## config.mk

```make
export PLATFORM = sky130hd
export DESIGN_NAME = mac_learning_forwarder_flat
export DESIGN_NICKNAME = d
export VERILOG_FILES = /design/src/design/mlf_pkg.sv /design/src/design/mlf_if.sv /design/src/design/mac_learning_forwarder.sv /design/src/design/mlf_ram.sv /design/src/flat_wrapper.sv
export VERILOG_INCLUDE_DIRS = /design/src /design/src/design
export SDC_FILE = /design/constraint.sdc
export NUM_CORES = 2
export LEC_CHECK = 0
export BUFFER_PORTS_ARGS = -buffer_cell sky130_fd_sc_hd__buf_4
export CAP_MARGIN = 20
export CORE_ASPECT_RATIO = 0.8
export CORE_MARGIN = 4
export CORE_UTILIZATION = 51
export CTS_CLUSTER_SIZE = 8
export DETAILED_ROUTE_END_ITERATION = 10
export PLACE_DENSITY = 0.68
export SETUP_SLACK_MARGIN = 0.2
export SLEW_MARGIN = 10
export SYNTH_ARGS = -nofsm -noshare
export SYNTH_HDL_FRONTEND = slang
export SYNTH_SLANG_ARGS = --single-unit
```

## constraint.sdc

```tcl
create_clock -name clk_i -period 7.5 [get_ports clk_i]
set_clock_uncertainty 0.05 [all_clocks]
set_input_delay 0.375 -clock clk_i [delete_from_list [all_inputs] [get_ports clk_i]]
set_output_delay 0.375 -clock clk_i [all_outputs]
set_load 0.005 [all_outputs]
```

## src/design/mac_learning_forwarder_macros.svh

```systemverilog
// Assertion macros shared by the MAC learning forwarder RTL.
`ifndef MAC_LEARNING_FORWARDER_MACROS_SVH
`define MAC_LEARNING_FORWARDER_MACROS_SVH

`ifndef ASSERT_OFF
// Check a property on every rising edge of clk_i, quiet while rst_ni is low.
`define MLF_ASSERT(name, prop, msg) \
  name: assert property (@(posedge clk_i) disable iff (!rst_ni) (prop)) else $error(msg);
// Same-cycle implication.
`define MLF_ASSERT_IMPL(name, ante, cons, msg) \
  `MLF_ASSERT(name, (ante) |-> (cons), msg)
// Next-cycle implication.
`define MLF_ASSERT_NEXT(name, ante, cons, msg) \
  `MLF_ASSERT(name, (ante) |=> (cons), msg)
`else
`define MLF_ASSERT(name, prop, msg)
`define MLF_ASSERT_IMPL(name, ante, cons, msg)
`define MLF_ASSERT_NEXT(name, ante, cons, msg)
`endif

`endif

```

## src/design/mlf_pkg.sv

```systemverilog
// Types and constants of the MAC learning forwarder.
package mlf_pkg;

  localparam int unsigned TableDepth  = 64;
  localparam int unsigned MaxPorts    = 4;
  localparam int unsigned NumPortRegs = 4;
  localparam int unsigned ActivePortLimit = (MaxPorts < NumPortRegs) ? MaxPorts : NumPortRegs;

  localparam int unsigned MacW      = 48;
  localparam int unsigned PortW     = 2;
  localparam int unsigned MaskW     = NumPortRegs;
  localparam int unsigned NumPortsW = 3;
  localparam int unsigned IdxW      = $clog2(TableDepth);
  localparam int unsigned CntW      = $clog2(TableDepth + 1);
  localparam int unsigned CfgIdxW   = 3;
  localparam int unsigned CfgDataW  = 48;

  localparam logic [MacW-1:0] BroadcastMac = '1;
  localparam logic [NumPortsW-1:0] NumPortsReset = NumPortsW'(2);

  typedef logic [MacW-1:0]  mac_t;
  typedef logic [PortW-1:0] port_t;

  typedef enum logic [1:0] {
    ACT_FORWARD = 2'd0,
    ACT_FLOOD   = 2'd1,
    ACT_LOCAL   = 2'd2
  } action_e;

  typedef enum logic [CfgIdxW-1:0] {
    CFG_NUM_PORTS  = 3'd0,
    CFG_PORT_MAC_0 = 3'd1,
    CFG_PORT_MAC_1 = 3'd2,
    CFG_PORT_MAC_2 = 3'd3,
    CFG_PORT_MAC_3 = 3'd4
  } cfg_idx_e;

  typedef enum logic [1:0] {
    ST_IDLE,
    ST_WALK,
    ST_DRAIN,
    ST_FINISH
  } state_e;

  typedef struct packed {
    mac_t  mac;
    port_t port;
  } entry_t;

endpackage

```

## src/design/mlf_if.sv

```systemverilog
// Request and response channel interfaces of the MAC learning forwarder.
interface mlf_req_if import mlf_pkg::*; ();
  logic  valid;
  logic  ready;
  mac_t  src_mac;
  mac_t  dst_mac;
  port_t ingress_port;

  modport source (output valid, output src_mac, output dst_mac, output ingress_port,
                  input ready);
  modport sink   (input valid, input src_mac, input dst_mac, input ingress_port,
                  output ready);
endinterface

interface mlf_rsp_if import mlf_pkg::*; ();
  logic             valid;
  logic             ready;
  logic [1:0]       action;
  port_t            egress_port;
  logic [MaskW-1:0] flood_mask;
  logic             learned_new;
  logic             table_wrapped;

  modport source (output valid, output action, output egress_port, output flood_mask,
                  output learned_new, output table_wrapped, input ready);
  modport sink   (input valid, input action, input egress_port, input flood_mask,
                  input learned_new, input table_wrapped, output ready);
endinterface

```

## src/design/mac_learning_forwarder.sv

```systemverilog
// Top level of the MAC learning forwarder: table walk, learning and forwarding decision.
//
// Each request carries one frame's source MAC, destination MAC and ingress port and yields
// exactly one response. The block walks the learned entries in the table memory, one entry
// per cycle through its single read port, matching source and destination in the same
// pass; it then writes the source entry back (port update on a hit, append on a miss, with
// restart at index 0 when the table is full) and decides: local delivery for broadcast or
// a switch port MAC, forward on a destination hit, otherwise flood to the active ports
// except ingress. With an empty table the walk is skipped; a new request is taken while the
// previous response still waits in the output register. The table needs no clearing after
// reset: only entries below the count are read.
`include "mac_learning_forwarder_macros.svh"

module mac_learning_forwarder import mlf_pkg::*; (
  input  logic                clk_i,
  input  logic                rst_ni,
  input  logic                cfg_we_i,
  input  logic [CfgIdxW-1:0]  cfg_idx_i,
  input  logic [CfgDataW-1:0] cfg_wdata_i,
  mlf_req_if.sink             req_i,
  mlf_rsp_if.source           rsp_o
);

  // configuration
  logic [NumPortsW-1:0] num_ports_q;
  mac_t                 port_mac_q [NumPortRegs];

  always_ff @(posedge clk_i or negedge rst_ni) begin
    if (!rst_ni) begin
      num_ports_q <= NumPortsReset;
      for (int i = 0; i < NumPortRegs; i++) begin
        port_mac_q[i] <= '0;
      end
    end else if (cfg_we_i) begin
      case (cfg_idx_i)
        CFG_NUM_PORTS:  num_ports_q   <= cfg_wdata_i[NumPortsW-1:0];
        CFG_PORT_MAC_0: port_mac_q[0] <= cfg_wdata_i[MacW-1:0];
        CFG_PORT_MAC_1: port_mac_q[1] <= cfg_wdata_i[MacW-1:0];
        CFG_PORT_MAC_2: port_mac_q[2] <= cfg_wdata_i[MacW-1:0];
        CFG_PORT_MAC_3: port_mac_q[3] <= cfg_wdata_i[MacW-1:0];
        default: ;
      endcase
    end
  end

  // control and datapath state
  state_e          state_q, state_d;
  mac_t            src_q, dst_q;
  port_t           ing_q;
  logic [IdxW-1:0] idx_q, cmp_idx_q, src_idx_q;
  logic            rvalid_q;
  logic            src_hit_q, dst_hit_q;
  port_t           dst_port_q;
  logic [CntW-1:0] count_q;

  logic             rsp_valid_q;
  action_e          rsp_action_q;
  port_t            rsp_egress_q;
  logic [MaskW-1:0] rsp_mask_q;
  logic             rsp_learned_q, rsp_wrapped_q;

  logic            accept;
  logic            walk_last;
  logic            ram_we;
  logic            finish_go;
  entry_t          rdata;
  logic [IdxW-1:0] waddr;
  entry_t          wdata;

  assign accept    = req_i.valid && req_i.ready;
  assign walk_last = (CntW'(idx_q) + CntW'(1)) == count_q;

  always_comb begin
    state_d     = state_q;
    req_i.ready = 1'b0;
    ram_we      = 1'b0;
    finish_go   = 1'b0;
    case (state_q)
      ST_IDLE: begin
        req_i.ready = 1'b1;
        if (req_i.valid) begin
          state_d = (count_q == '0) ? ST_FINISH : ST_WALK;
        end
      end
      ST_WALK: begin
        if (walk_last) begin
          state_d = ST_DRAIN;
        end
      end
      ST_DRAIN: begin
        state_d = ST_FINISH;
      end
      ST_FINISH: begin
        // rewriting the same entry while the response slot is busy is harmless
        ram_we = 1'b1;
        if (!rsp_valid_q || rsp_o.ready) begin
          finish_go = 1'b1;
          state_d   = ST_IDLE;
        end
      end
      default: state_d = ST_IDLE;
    endcase
  end

  always_ff @(posedge clk_i or negedge rst_ni) begin
    if (!rst_ni) begin
      state_q <= ST_IDLE;
    end else begin
      state_q <= state_d;
    end
  end

  mlf_ram #(
    .Width ($bits(entry_t)),
    .Depth (TableDepth)
  ) u_table (
    .clk_i   (clk_i),
    .we_i    (ram_we),
    .waddr_i (waddr),
    .wdata_i (wdata),
    .raddr_i (idx_q),
    .rdata_o (rdata)
  );

  // decision, evaluated from registered walk results while finishing
  logic [NumPortsW-1:0]   nports;
  logic [NumPortRegs-1:0] port_active;
  logic [MaskW-1:0]       flood_mask;
  logic                   is_local;
  logic                   wrap;
  action_e                action;
  port_t                  egress;
  logic [MaskW-1:0]       mask;
  logic [CntW-1:0]        count_next;

  always_comb begin
    nports = (num_ports_q > NumPortsW'(ActivePortLimit)) ?
             NumPortsW'(ActivePortLimit) : num_ports_q;
    is_local = (dst_q == BroadcastMac);
    for (int i = 0; i < NumPortRegs; i++) begin
      port_active[i] = NumPortsW'(i) < nports;
      flood_mask[i]  = port_active[i] && (PortW'(i) != ing_q);
      if (port_active[i] && (port_mac_q[i] == dst_q)) begin
        is_local = 1'b1;
      end
    end

    wrap  = !src_hit_q && (count_q == CntW'(TableDepth));
    waddr = src_hit_q ? src_idx_q : (wrap ? '0 : count_q[IdxW-1:0]);
    wdata = '{mac: src_q, port: ing_q};

    action = ACT_FLOOD;
    egress = '0;
    mask   = '0;
    if (is_local) begin
      action = ACT_LOCAL;
    end else if (dst_q == src_q) begin
      // the source entry just learned is the first match
      action = ACT_FORWARD;
      egress = ing_q;
    end else if (!wrap && dst_hit_q) begin
      // after a restart only the new entry lies below the count
      action = ACT_FORWARD;
      egress = dst_port_q;
    end else begin
      mask = flood_mask;
    end

    if (src_hit_q) begin
      count_next = count_q;
    end else if (wrap) begin
      count_next = CntW'(1);
    end else begin
      count_next = count_q + CntW'(1);
    end
  end

  always_ff @(posedge clk_i or negedge rst_ni) begin
    if (!rst_ni) begin
      idx_q       <= '0;
      rvalid_q    <= 1'b0;
      src_hit_q   <= 1'b0;
      dst_hit_q   <= 1'b0;
      count_q     <= '0;
      rsp_valid_q <= 1'b0;
    end else begin
      rvalid_q <= (state_q == ST_WALK);
      if (accept) begin
        idx_q     <= '0;
        src_hit_q <= 1'b0;
        dst_hit_q <= 1'b0;
      end else if (state_q == ST_WALK) begin
        idx_q <= idx_q + IdxW'(1);
      end
      // keep the first match of each address
      if (rvalid_q) begin
        if (!src_hit_q && (rdata.mac == src_q)) begin
          src_hit_q <= 1'b1;
        end
        if (!dst_hit_q && (rdata.mac == dst_q)) begin
          dst_hit_q <= 1'b1;
        end
      end
      if (finish_go) begin
        count_q     <= count_next;
        rsp_valid_q <= 1'b1;
      end else if (rsp_o.ready) begin
        rsp_valid_q <= 1'b0;
      end
    end
  end

  always_ff @(posedge clk_i) begin
    if (accept) begin
      src_q <= req_i.src_mac;
      dst_q <= req_i.dst_mac;
      ing_q <= req_i.ingress_port;
    end
    if (state_q == ST_WALK) begin
      cmp_idx_q <= idx_q;
    end
    if (rvalid_q) begin
      if (!src_hit_q && (rdata.mac == src_q)) begin
        src_idx_q <= cmp_idx_q;
      end
      if (!dst_hit_q && (rdata.mac == dst_q)) begin
        dst_port_q <= rdata.port;
      end
    end
    if (finish_go) begin
      rsp_action_q  <= action;
      rsp_egress_q  <= egress;
      rsp_mask_q    <= mask;
      rsp_learned_q <= !src_hit_q;
      rsp_wrapped_q <= wrap;
    end
  end

  assign rsp_o.valid         = rsp_valid_q;
  assign rsp_o.action        = rsp_action_q;
  assign rsp_o.egress_port   = rsp_egress_q;
  assign rsp_o.flood_mask    = rsp_mask_q;
  assign rsp_o.learned_new   = rsp_learned_q;
  assign rsp_o.table_wrapped = rsp_wrapped_q;

  `MLF_ASSERT_NEXT(a_accept_leaves_idle, accept, state_q != ST_IDLE, "request did not start a lookup")
  `MLF_ASSERT_IMPL(a_walk_nonempty, state_q == ST_WALK, count_q != '0, "walk over an empty table")
  `MLF_ASSERT(a_count_bound, count_q <= CntW'(TableDepth), "entry count beyond table depth")
  `MLF_ASSERT_NEXT(a_finish_result, finish_go, rsp_valid_q, "finished lookup left no response")

endmodule

```

## src/design/mlf_ram.sv

```systemverilog
// Generic single-port-write, single-port-read RAM with registered read data.
module mlf_ram #(
  parameter int unsigned Width = 8,
  parameter int unsigned Depth = 16
) (
  input  logic                     clk_i,
  input  logic                     we_i,
  input  logic [$clog2(Depth)-1:0] waddr_i,
  input  logic [Width-1:0]         wdata_i,
  input  logic [$clog2(Depth)-1:0] raddr_i,
  output logic [Width-1:0]         rdata_o
);

  logic [Width-1:0] mem_q [Depth];
  logic [Width-1:0] rdata_q;

  always_ff @(posedge clk_i) begin
    if (we_i) begin
      mem_q[waddr_i] <= wdata_i;
    end
    rdata_q <= mem_q[raddr_i];
  end

  assign rdata_o = rdata_q;

endmodule

```

## src/flat_wrapper.sv

```systemverilog
// flat-port wrapper written by rule: the top's interface ports become plain ports
module mac_learning_forwarder_flat import mlf_pkg::*;
  (clk_i, rst_ni, cfg_we_i, cfg_idx_i, cfg_wdata_i, req_i_valid, req_i_src_mac, req_i_dst_mac, req_i_ingress_port, req_i_ready, rsp_o_valid, rsp_o_action, rsp_o_egress_port, rsp_o_flood_mask, rsp_o_learned_new, rsp_o_table_wrapped, rsp_o_ready);
  mlf_req_if req_i_i ();
  mlf_rsp_if rsp_o_i ();
  input  logic clk_i;
  input  logic rst_ni;
  input  logic cfg_we_i;
  input  logic [CfgIdxW-1:0] cfg_idx_i;
  input  logic [CfgDataW-1:0] cfg_wdata_i;
  input wire logic [$bits(req_i_i.valid)-1:0] req_i_valid;
  input wire logic [$bits(req_i_i.src_mac)-1:0] req_i_src_mac;
  input wire logic [$bits(req_i_i.dst_mac)-1:0] req_i_dst_mac;
  input wire logic [$bits(req_i_i.ingress_port)-1:0] req_i_ingress_port;
  output wire logic [$bits(req_i_i.ready)-1:0] req_i_ready;
  output wire logic [$bits(rsp_o_i.valid)-1:0] rsp_o_valid;
  output wire logic [$bits(rsp_o_i.action)-1:0] rsp_o_action;
  output wire logic [$bits(rsp_o_i.egress_port)-1:0] rsp_o_egress_port;
  output wire logic [$bits(rsp_o_i.flood_mask)-1:0] rsp_o_flood_mask;
  output wire logic [$bits(rsp_o_i.learned_new)-1:0] rsp_o_learned_new;
  output wire logic [$bits(rsp_o_i.table_wrapped)-1:0] rsp_o_table_wrapped;
  input wire logic [$bits(rsp_o_i.ready)-1:0] rsp_o_ready;
  assign req_i_i.valid = req_i_valid;
  assign req_i_i.src_mac = req_i_src_mac;
  assign req_i_i.dst_mac = req_i_dst_mac;
  assign req_i_i.ingress_port = req_i_ingress_port;
  assign req_i_ready = req_i_i.ready;
  assign rsp_o_valid = rsp_o_i.valid;
  assign rsp_o_action = rsp_o_i.action;
  assign rsp_o_egress_port = rsp_o_i.egress_port;
  assign rsp_o_flood_mask = rsp_o_i.flood_mask;
  assign rsp_o_learned_new = rsp_o_i.learned_new;
  assign rsp_o_table_wrapped = rsp_o_i.table_wrapped;
  assign rsp_o_i.ready = rsp_o_ready;
  mac_learning_forwarder u_core (.clk_i(clk_i), .rst_ni(rst_ni), .cfg_we_i(cfg_we_i), .cfg_idx_i(cfg_idx_i), .cfg_wdata_i(cfg_wdata_i), .req_i(req_i_i), .rsp_o(rsp_o_i));
endmodule
```

==> implementation parameters <==
Parameter                              Value

Global route
  Vias in the first global route ... 67800
  Global route total overflow ... 0
  Tot GR Track Use ... 27.8%
  First-pass GRT wire length ... 541000 um
  Initial antenna violation count ... 32
  Pin count of the biggest net entering global routing ... 119

Detailed routing
  DRT antenna net count ... 0
  Router iterations before antenna repair ... 7
  Met3 wire length ... 55900 um
  Average vias per placed instance ... 6.62
  Total wire length after detailed routing ... 388000 um
  Total number of vias ... 69500
  Routed len/inst ... 37.0 um
  Remaining design rule violation count ... 0
  Met1 Routed Length ... 151000 um
  Routed length on met2 ... 168000 um
  Max layer used ... met5
  Initial detailed-routing violation count ... 11300

STA
  Slew HR ... 21.8%
  Unrepaired setup endpoints after global routing ... no
  Hold Slack ... 76.8 ps
  Final count of negative-setup-slack endpoints ... 0
  Tightest Pin Transition ... 1170 ps
  Final period utilization ... 67.0%
  Number of slew-limit violations in the final report ... 0
  Final Hold Fails ... 0
  Minimum clock period after layout ... 5020 ps
  Maximum clock rate ... 0.199 GHz
  Setup TNS after final layout ... 0 ps

Synthesis
  Number of enable-type register cells in the synthesized netlist ... 3322
  Mapped Area ... 138000 um^2
  Number of synthesis warnings ... 0
  Post-synthesis sequential area ratio ... 76.7%
  Net count of the mapped netlist ... 6140
  Post-Syn Area per Cell ... 23.1 um^2
  Synth async-reset ratio ... 5.97%
  Most used flip-flop cell after synthesis ... sky130_fd_sc_hd__edfxtp_1
  Post-synthesis sequential element count ... 3586
  Cell count after synthesis ... 5979
  Synth cell types ... 54

Pwr
  Peak supply drop ... 296 uV
  Leak ... 51.0 nW
  Power per cell area ... 364 nW/um^2
  Cell internal pwr ... 41.7 mW
  Net switching power ... 16.8 mW
  Share of total power in sequential cells ... 42.0%
  Power share of the clock group ... 36.0%
  Switching share of power ... 28.7%
  Gate power share ... 22.0%

Clock network
  Number of CTS-inserted buffers ... 522
  Maximum buffer depth of the clock tree ... 4
  Number of hold buffers added after cts ... 151
  Post-CTS setup buffer count ... 0
  Library cell used as clock root buffer ... sky130_fd_sc_hd__clkbuf_16
  Number of sinks handled by clock tree synthesis ... 3586
  CTS H-Tree Depth ... 6
  CTS tree ... built
  Resized Gates After CTS ... 0
  Clock slew at the register clock pins of the worst setup and hold paths ... 50 ps
  Insertion delay to the later sink of the worst-skew pair ... 920 ps

Worst hold path
  Worst min path class ... in2async

Critical path
  Class of the most critical setup path ... reg2reg
  Start point of the critical path ... u_core.count_q[4]
  Crit Reg-Reg Startpoint ... u_core.count_q[4]
  Data required time at the worst endpoint ... 7980 ps
  Worst reg-to-reg setup slack ... 2480 ps
  Sort of element at the end of the critical path ... flip-flop
  Signal arrival time at the worst endpoint ... 5500 ps
  Highest net fanout along the worst path ... 29
  Path depth of the worst reg2reg path ... 7
  Worst R2R End ... u_core.u_table.mem_q[36][21]
  CP Launch Type ... flip-flop
  Critical Path Sink ... u_core.u_table.mem_q[36][21]

Layout
  Share of layout cells above drive strength 1 ... 31.7%
  End-of-flow core utilization ... 59.8%
  Commonest non-fill, non-tap cell in the layout ... sky130_fd_sc_hd__edfxtp_1
  Layout net count ... 6852
  Commonest non-fill, non-tap cells in the layout ... sky130_fd_sc_hd__edfxtp_1 (3322), sky130_fd_sc_hd__mux4_2 (1000), sky130_fd_sc_hd__clkbuf_16 (535)
  Number of filler instances in the final layout ... 18300
  Area delta synth->final ... 16.4%

Floorplan
  Die height ... 474 um
  Initial Utilization ... 51.4%
  Core Box Area ... 269000 um^2
  Die area ... 280000 um^2
  Row count ... 170
  Ports ... 166
  Die Wd ... 590 um

Place
  Detailed Place HPWL ... 233000 um
  RD Place Congestion ... 0.908
  Number of port buffers ... 165

Run
  Number of max-cap violations ... 0

Run status
  Status ... finished, final reports clean
==> layer usage <==
metal / vias up / track usage, %
li1: 26600 / -
met1: 37100 / 41.6
met2: 5067 / 38.4
met3: 673 / 10.1
met4: 2 / 8.61
met5: - / 0
==> power groups by stage <==
stage / Combinational [mW] / Clock, mW / Sequential, mW
CTS: 12.9 / 21.3 / 24.5
global placement: 12.6 / 0 / 24.8
global route: 13.5 / 22.3 / 24.5
floorplan: 7.88 / 0 / 24.5
finish: 12.9 / 21.0 / 24.6
detailed placement: 12.8 / 0 / 24.9
==> cell usage after synthesis, types with 2 or more instances <==
| library cell | count | share of area (%) |
|---|---|---|
| sky130_fd_sc_hd__edfxtp_1 | 3322 | 72 |
| sky130_fd_sc_hd__mux4_2 | 1000 | 16 |
| sky130_fd_sc_hd__dfrtp_1 | 213 | 3.9 |
| sky130_fd_sc_hd__xnor2_1 | 181 | 1.1 |
| sky130_fd_sc_hd__clkbuf_1 | 162 | 0.44 |
| sky130_fd_sc_hd__xor2_1 | 156 | 0.99 |
| sky130_fd_sc_hd__mux2_2 | 155 | 1.3 |
| sky130_fd_sc_hd__buf_2 | 125 | 0.45 |
| sky130_fd_sc_hd__a22oi_1 | 100 | 0.54 |
| sky130_fd_sc_hd__nor2_1 | 85 | 0.23 |
| sky130_fd_sc_hd__nand2_1 | 79 | 0.21 |
| sky130_fd_sc_hd__nand4_1 | 72 | 0.33 |
| sky130_fd_sc_hd__nor4_1 | 52 | 0.24 |
| sky130_fd_sc_hd__dfxtp_1 | 50 | 0.72 |
| sky130_fd_sc_hd__mux2_1 | 40 | 0.33 |
| sky130_fd_sc_hd__buf_1 | 26 | 0.071 |
| sky130_fd_sc_hd__inv_1 | 26 | 0.071 |
| sky130_fd_sc_hd__nand3_1 | 19 | 0.069 |
| sky130_fd_sc_hd__nor3_1 | 13 | 0.047 |
| sky130_fd_sc_hd__o21ai_0 | 10 | 0.036 |
| sky130_fd_sc_hd__buf_4 | 9 | 0.049 |
| sky130_fd_sc_hd__ha_1 | 7 | 0.063 |
| sky130_fd_sc_hd__mux2i_1 | 7 | 0.051 |
| sky130_fd_sc_hd__a21oi_1 | 6 | 0.022 |
| sky130_fd_sc_hd__buf_6 | 6 | 0.049 |
| sky130_fd_sc_hd__o22ai_1 | 6 | 0.027 |
| sky130_fd_sc_hd__a2111oi_0 | 4 | 0.025 |
| sky130_fd_sc_hd__a221oi_1 | 4 | 0.025 |
| sky130_fd_sc_hd__nor2b_1 | 4 | 0.018 |
| sky130_fd_sc_hd__and2_1 | 3 | 0.014 |
| sky130_fd_sc_hd__inv_2 | 3 | 0.0081 |
| sky130_fd_sc_hd__nand2b_1 | 3 | 0.014 |
| sky130_fd_sc_hd__nor3b_1 | 3 | 0.016 |
| sky130_fd_sc_hd__o21ai_1 | 3 | 0.011 |
| sky130_fd_sc_hd__a21o_1 | 2 | 0.011 |
| sky130_fd_sc_hd__a31oi_1 | 2 | 0.0090 |
| sky130_fd_sc_hd__and3_1 | 2 | 0.0090 |
| sky130_fd_sc_hd__o211ai_1 | 2 | 0.011 |
| sky130_fd_sc_hd__o2bb2ai_1 | 2 | 0.013 |
==> sequential cells by signal, summed over array words and instances (netlist names), 3 cells and up <==
| name | count |
|---|---|
| u_core.src_idx_q | 6 |
| u_core.idx_q | 6 |
| u_core.dst_q | 48 |
| u_core.src_q | 48 |
| u_core.u_table.rdata_o | 50 |
| u_core.rsp_o.flood_mask | 4 |
| u_core.count_q | 7 |
| u_core.u_table.mem_q | 3200 |
| u_core.cmp_idx_q | 6 |
| u_core.port_mac_q | 192 |
| u_core.num_ports_q | 3 |
==> worst min-delay path by stage <==
stage,from,end,slack (ps),cells past startpoint
final,rst_ni,u_core.port_mac_q[143],80,2
after global routing,req_i_dst_mac[20],u_core.dst_q[20],90,2
after CTS,cfg_idx_i[2],u_core.num_ports_q[2],60,6
after detailed placement,u_core.cmp_idx_q[3],u_core.src_idx_q[3],360,0
after global placement,u_core.cmp_idx_q[5],u_core.src_idx_q[5],350,0
after floorplan,rst_ni,u_core.count_q[0],30,0
==> metrics by stage <==
step	area (um^2)	std cells	total power [mW]	setup slack, ps
2_1_floorplan	138000	5979	32.4	1620
3_3_place_gp	145000	9622	37.4	2550
3_5_place_dp	145000	9625	37.6	2630
4_1_cts	161000	10500	58.7	2580
5_1_grt	161000	10500	60.3	2390
6_report	161000	10500	58.5	2480
==> logic make-up (layout without fill, tap and decap cells) <==
| kind of cell | after synthesis | after routing | share of synthesized area [%] |
|---|---|---|---|
| flops | 3586 | 3586 | 76.7 |
| mux | 1202 | 1202 | 17.9 |
| buf+inv | 357 | 1258 | 1.14 |
| simple gates | 338 | 338 | 1.21 |
| xor+xnor | 337 | 337 | 2.13 |
| compound gates | 152 | 152 | 0.807 |
| fa+ha+maj | 7 | 7 | 0.0633 |
| other cells | 0 | 11 | 0 |
==> worst max-delay path, stage by stage, from the launching register on <==
cell and delay (ps):
sky130_fd_sc_hd__dfrtp_1 510, sky130_fd_sc_hd__nor4_1 470, sky130_fd_sc_hd__nand4_1 370, sky130_fd_sc_hd__nand2_1 220, sky130_fd_sc_hd__o21a_1 350, sky130_fd_sc_hd__nand3_1 860, sky130_fd_sc_hd__nor2_4 1150, sky130_fd_sc_hd__buf_4 580
==> layout make-up <==
type	instances	area, um^2	share of cell area [%]
antenna	11	27.5	0.0171
clock buffer	673	13900	8.65
clock inverter	40	527	0.327
inverter	29	114	0.0708
multi-input combinational	2036	31100	19.3
sequential	3586	106000	65.9
tap	3612	4520	2.81
timing repair buffer	516	4560	2.83
Note: power is estimated with default switching activity, not from simulation.
